## src/rtl/npcm_pkg.sv

```systemverilog
// ----------------------------------------------------------------------------
// npcm_pkg
// Shared types and constants for the nearest palette colour match unit.
// ----------------------------------------------------------------------------
package npcm_pkg;

  localparam int MaxColoursDefault = 256;
  localparam int DistW = 20;
  localparam logic [DistW-1:0] HalfMax = 20'hFFFFF;

  typedef enum logic [1:0] {
    OP_LOAD     = 2'd0,
    OP_FINALIZE = 2'd1,
    OP_MATCH    = 2'd2,
    OP_NONE     = 2'd3
  } opcode_t;

  // match state handed from cell to cell
  typedef struct packed {
    logic             valid;
    logic             have;
    logic             done;
    logic [DistW-1:0] run_min;
    logic [7:0]       best;
    logic [31:0]      colour;
  } token_t;

  // channel difference squared, then weighted sum
  function automatic logic [DistW-1:0] colour_dist(input logic [31:0] a,
                                                   input logic [31:0] b);
    logic [8:0]  db;
    logic [8:0]  dg;
    logic [8:0]  dr;
    logic [15:0] sb;
    logic [15:0] sg;
    logic [15:0] sr;
    logic [DistW-1:0] sum;
    db = (a[31:24] > b[31:24]) ? {1'b0, a[31:24] - b[31:24]} : {1'b0, b[31:24] - a[31:24]};
    dg = (a[23:16] > b[23:16]) ? {1'b0, a[23:16] - b[23:16]} : {1'b0, b[23:16] - a[23:16]};
    dr = (a[15:8] > b[15:8]) ? {1'b0, a[15:8] - b[15:8]} : {1'b0, b[15:8] - a[15:8]};
    sb = db[7:0] * db[7:0];
    sg = dg[7:0] * dg[7:0];
    sr = dr[7:0] * dr[7:0];
    sum = {4'd0, sb} + DistW'(sg) * DistW'(10) + DistW'(sr) * DistW'(3);
    return sum;
  endfunction

endpackage

```

## src/rtl/npcm_cell.sv

```systemverilog
// ----------------------------------------------------------------------------
// npcm_cell
// One palette slot: holds its colour and half-distance, updates the match
// token passing through, and rotates palette colours during a finalize.
// ----------------------------------------------------------------------------
module npcm_cell import npcm_pkg::*; #(
  parameter int IDX = 0
) (
  input  logic        clk,
  input  logic        rst,
  input  logic        in_use,
  input  logic        is_last,
  input  logic        load_en,
  input  logic [31:0] load_colour,
  input  logic        fin_init,
  input  logic        fin_step,
  input  logic        half_wr,
  input  logic [31:0] nbr_colour,
  input  logic [31:0] first_colour,
  input  logic [31:0] nbr_rot,
  input  logic [31:0] first_rot,
  input  logic [31:0] probe,
  input  token_t      tok_in,
  output logic [31:0] colour,
  output logic [31:0] rot,
  output token_t      tok_out
);

  logic [DistW-1:0] half;
  logic [DistW-1:0] fmin;
  logic [DistW-1:0] probe_dist;
  logic [DistW-1:0] pair_half;
  logic             take;
  token_t           tok_next;

  assign probe_dist = colour_dist(fin_step ? rot : probe, colour);
  assign pair_half = probe_dist >> 1;
  assign take = !tok_in.have || probe_dist < tok_in.run_min;

  always_comb begin
    tok_next = tok_in;
    if (tok_in.valid && in_use && !tok_in.done && take) begin
      tok_next.have = 1'b1;
      tok_next.run_min = probe_dist;
      tok_next.best = 8'(IDX);
      tok_next.colour = colour;
      tok_next.done = probe_dist < half;
    end
  end

  always_ff @(posedge clk) begin
    if (load_en) begin
      colour <= load_colour;
    end
    if (fin_init) begin
      rot <= is_last ? first_colour : nbr_colour;
      fmin <= HalfMax;
    end else if (fin_step) begin
      rot <= is_last ? first_rot : nbr_rot;
      if (pair_half < fmin) begin
        fmin <= pair_half;
      end
    end
    if (half_wr && in_use) begin
      half <= fmin;
    end
  end

  always_ff @(posedge clk) begin
    if (rst) begin
      tok_out.valid <= 1'b0;
    end else begin
      tok_out <= tok_next;
    end
  end

endmodule

```

## config.mk

```make
export PLATFORM = sky130hd
export DESIGN_NAME = npcm_cell
export DESIGN_NICKNAME = d
export VERILOG_FILES = /design/src/rtl/npcm_pkg.sv /design/src/rtl/npcm_cell.sv
export SDC_FILE = /design/constraint.sdc
export NUM_CORES = 1
export LEC_CHECK = 0
export BUFFER_PORTS_ARGS = -buffer_cell sky130_fd_sc_hd__buf_2
export CORE_ASPECT_RATIO = 0.9
export CORE_MARGIN = 8
export CORE_UTILIZATION = 39
export DETAILED_ROUTE_END_ITERATION = 12
export GPL_TIMING_DRIVEN = 1
export REMOVE_ABC_BUFFERS = 1
export SYNTH_ARGS = -nofsm -noshare
export SYNTH_HDL_FRONTEND = slang
export SYNTH_SLANG_ARGS = --single-unit
```

## constraint.sdc

```tcl
create_clock -name clk -period 18.35 [get_ports clk]
set_input_delay 0 -clock clk [delete_from_list [all_inputs] [get_ports clk]]
set_output_delay 0 -clock clk [all_outputs]
set_load 0.05 [all_outputs]
```

==> impl_metrics.csv <==
group,metric,value,unit
outcome,status,"finished clean",
min_path,hold_depth,3,
clock_network,h-tree-depth,4,
die,core_area,44000,um^2
clock_network,postCtsSetupRepairBufs,0,
die,pin_count,390,
critical_path,worstPathArrival,15.04,ns
yosys,synth_top_family_by_area,"adder cells",
die,die_h,216,um
routing,wl_per_cell,16.7,um
yosys,yosysUniqueCellTypes,78,
yosys,yosys-top-cells-area,"edfxtp_1 25%, ha_1 18%, fa_1 13%, inv_1 7.1%, mux4_2 4.2%",
sta,final-max-slew-violation-count,0,
die,die-area,51500,um^2
yosys,syn-cell-area,17400,um^2
sta,rsz0062_at_grt,"no",
grt,grt_max_degree,63,
critical_path,r2r_slack,3.53,ns
min_path,hp-class,"input pin to register",
clock_network,cts_inserted_buffers,17,
routing,first_iter_violations,768,
sta,hold_viol,0,
clock_network,clockBufferDepth,2,
min_path,min_from,"tok_in[54]",
routing,routed-via-count,13954,
yosys,yosysWarnings,0,
yosys,synthSimpleGateAreaFrac,8.17,%
routing,vias_per_cell,4.92,
yosys,yosysTopAreaCell,"edfxtp_1",
grt,grt_antenna_before_repair,3,
critical_path,r2r_start,"rot[8]",
yosys,postSynth.asyncResetShare,0,%
critical_path,worst_setup_path_end_kind,"register",
yosys,synth_enable_flop_cells,146,
grt,grt_overflow_total,0,
routing,routed_wl,47.3,mm
clock_network,root_buffer,"clkbuf_16",
layout,multiInputGateArea,11200,um^2
critical_path,cp_max_fo,44,
layout,final_area,22100,um^2
die,fp.dieW,238,um
sta,fmax,67.5,MHz
run,max_cap_viol_count,0,
yosys,synth-seq-cells,167,
clock_network,path_clk_slew,0.07,ns
sta,slew_headroom,23.4,%
sta,setup_tns,0,ns
clock_network,clock_sinks,167,
critical_path,cp.required,18.57,ns
yosys,synth-xor-area-share,4.67,%
sta,period_needed,14.82,ns
yosys,synthAdderAreaFrac,30.9,%
clock_network,insertion_delay,0.47,ns
layout,syn_to_final_growth,27.5,%
routing,drtPass1Iterations,5,
layout,regArea,4800,um^2
critical_path,path_common_cell,"fa_1",
routing,ant_nets,0,
critical_path,reg2reg_to,"tok_out[11]",
critical_path,crit_path_start_kind,"register",
sta,clock_skew,0.0130,ns
sta,fin_crit_sh,80.8,%
grt,grt_pass1_wl,76.4,mm
placed_design,hpwl,38.2,mm
routing,drc,0,
critical_path,critPathSlowestCell,"xnor2_1",
die,start_util,39.4,%
sta,finalSetupViolations,0,
critical_path,cp_slowest_stage_delay,0.90,ns
yosys,synthMuxAreaShare,9.29,%
grt,grt_pass1_vias,14880,
clock_network,cts_tree,"yes",
min_path,min_to,"tok_out[54]",
yosys,yosysSeqAreaShare,27.7,%
placed_design,place_area,20000,um^2
yosys,synth-compound-area-share,11.1,%
placed_design,place_congestion,0.872,
yosys,synth_flop_cell,"edfxtp_1",
critical_path,r2r_cells,46,
die,fp-row-count,73,
grt,grt_usage,18.3,%
yosys,syn_avg_cell_area,10.3,um^2
sta,worst_pin_slew,1.14,ns
layout,final_nets,2842,
yosys,synth_top_area_share,25.3,%
yosys,netlist_instances,1685,
layout,fillers,4026,
critical_path,path_class,"register to register",
placed_design,port_buffers,381,
layout,drive_above_1_share,24.5,%
cells in the mapped netlist (4+ instances only):
cell type	count
o211ai_1	17
a31o_2	5
a31oi_1	4
inv_1	329
clkbuf_1	27
a21boi_0	4
nor3_1	18
buf_1	4
o21bai_1	9
and3_1	7
fa_1	115
o21ai_0	60
o22ai_1	4
dfxtp_1	21
a211oi_1	14
nand3b_1	5
xnor2_1	55
nand3_1	13
a21o_1	45
mux2_2	44
ha_1	245
or2_2	20
buf_2	4
nand4_1	12
a21oi_1	66
nor2b_1	14
xor2_1	33
mux4_2	32
nor2_1	119
mux2i_1	38
nand2_1	68
o21a_1	9
and2_1	7
edfxtp_1	146
nand2b_1	10
worst max-delay path, delay by kind of cell, from the launching register on:
family	cells	cell delay (ns)
xor gates and xnor gates	3	1.75
DFF	1	0.39
muxes	2	0.63
adders and majority gates	14	6.35
AOI/OAI and AO/OA	15	3.55
buffers and inverters	6	0.89
and+or+nand+nor	6	0.95
logic make-up after synthesis:
kind of cell,Yosys count
compound gates,281
xor+xnor,90
simple gates,303
fa+ha+maj,360
buf+inv,368
other cells,1
flops,167
mux,115
through the flow:
step | utilization, % | hold slack, ns | std cells | setup slack, ns
after detailed placement | 45.3 | 0.178 | 2641 | 3.29
after floorplan | - | 0.0716 | 1646 | 2.57
after global routing | 50.3 | 0.0539 | 2833 | 2.57
after CTS | 50.3 | 0.0131 | 2832 | 3.49
final | 50.3 | 0.0816 | 2834 | 3.53
after global placement | 45.3 | 0.178 | 2641 | 3.49
cells in the final DEF, fill, tap and decap left out, drive strengths merged, types with 56 or more instances in the layout:
cell type / n
xnor2: 56
o21ai: 64
ha: 245
nand2: 68
inv: 334
buf: 395
nor2: 120
a21oi: 69
edfxtp: 146
fa: 115
dlygate4sd3: 159
flip-flops by register name, summed over array words and instances, names as in the netlist:
| signal | cells |
|---|---|
| colour | 32 |
| fmin | 20 |
| half | 20 |
| rot | 32 |
| tok_out | 63 |
cell type report:
| type | count | area share [%] |
|---|---|---|
| tap | 600 | 3.39 |
| multi-input combinational | 1150 | 50.4 |
| antenna | 2 | 0.0226 |
| timing repair buffer | 554 | 16.3 |
| clock inverter | 15 | 0.673 |
| inverter | 329 | 5.58 |
| sequential | 167 | 21.7 |
| clock buffer | 17 | 1.92 |
worst max path at each step:
stage	slack [ns]	from	cells past startpoint	to
2_1_floorplan	2.57	rot[10]	43	tok_out[0]
3_5_place_dp	3.29	fin_step	48	tok_out[17]
3_3_place_gp	3.49	fin_step	48	tok_out[12]
4_1_cts	3.49	rot[8]	46	tok_out[22]
6_report	3.53	rot[8]	46	tok_out[11]
5_1_grt	2.57	rot[8]	47	tok_out[23]
layer usage:
layer / part of all wire (%) / up-vias / global-route usage [%]
li1: - / 6821 / -
met1: 43 / 6716 / 22.2
met2: 50 / 357 / 31.8
met3: 5.3 / 58 / 4.58
met4: 2.0 / 2 / 5.52
met5: 0.021 / - / 0
timing repair:
item                                   in CTS  in global routing
endpoints found under the hold margin     125                  0
hold buffers                              159                  0
gates resized for setup                     0                  0
Power is not shown: default switching activity piles up to over one toggle a cycle in this logic, so the estimate is an artifact.
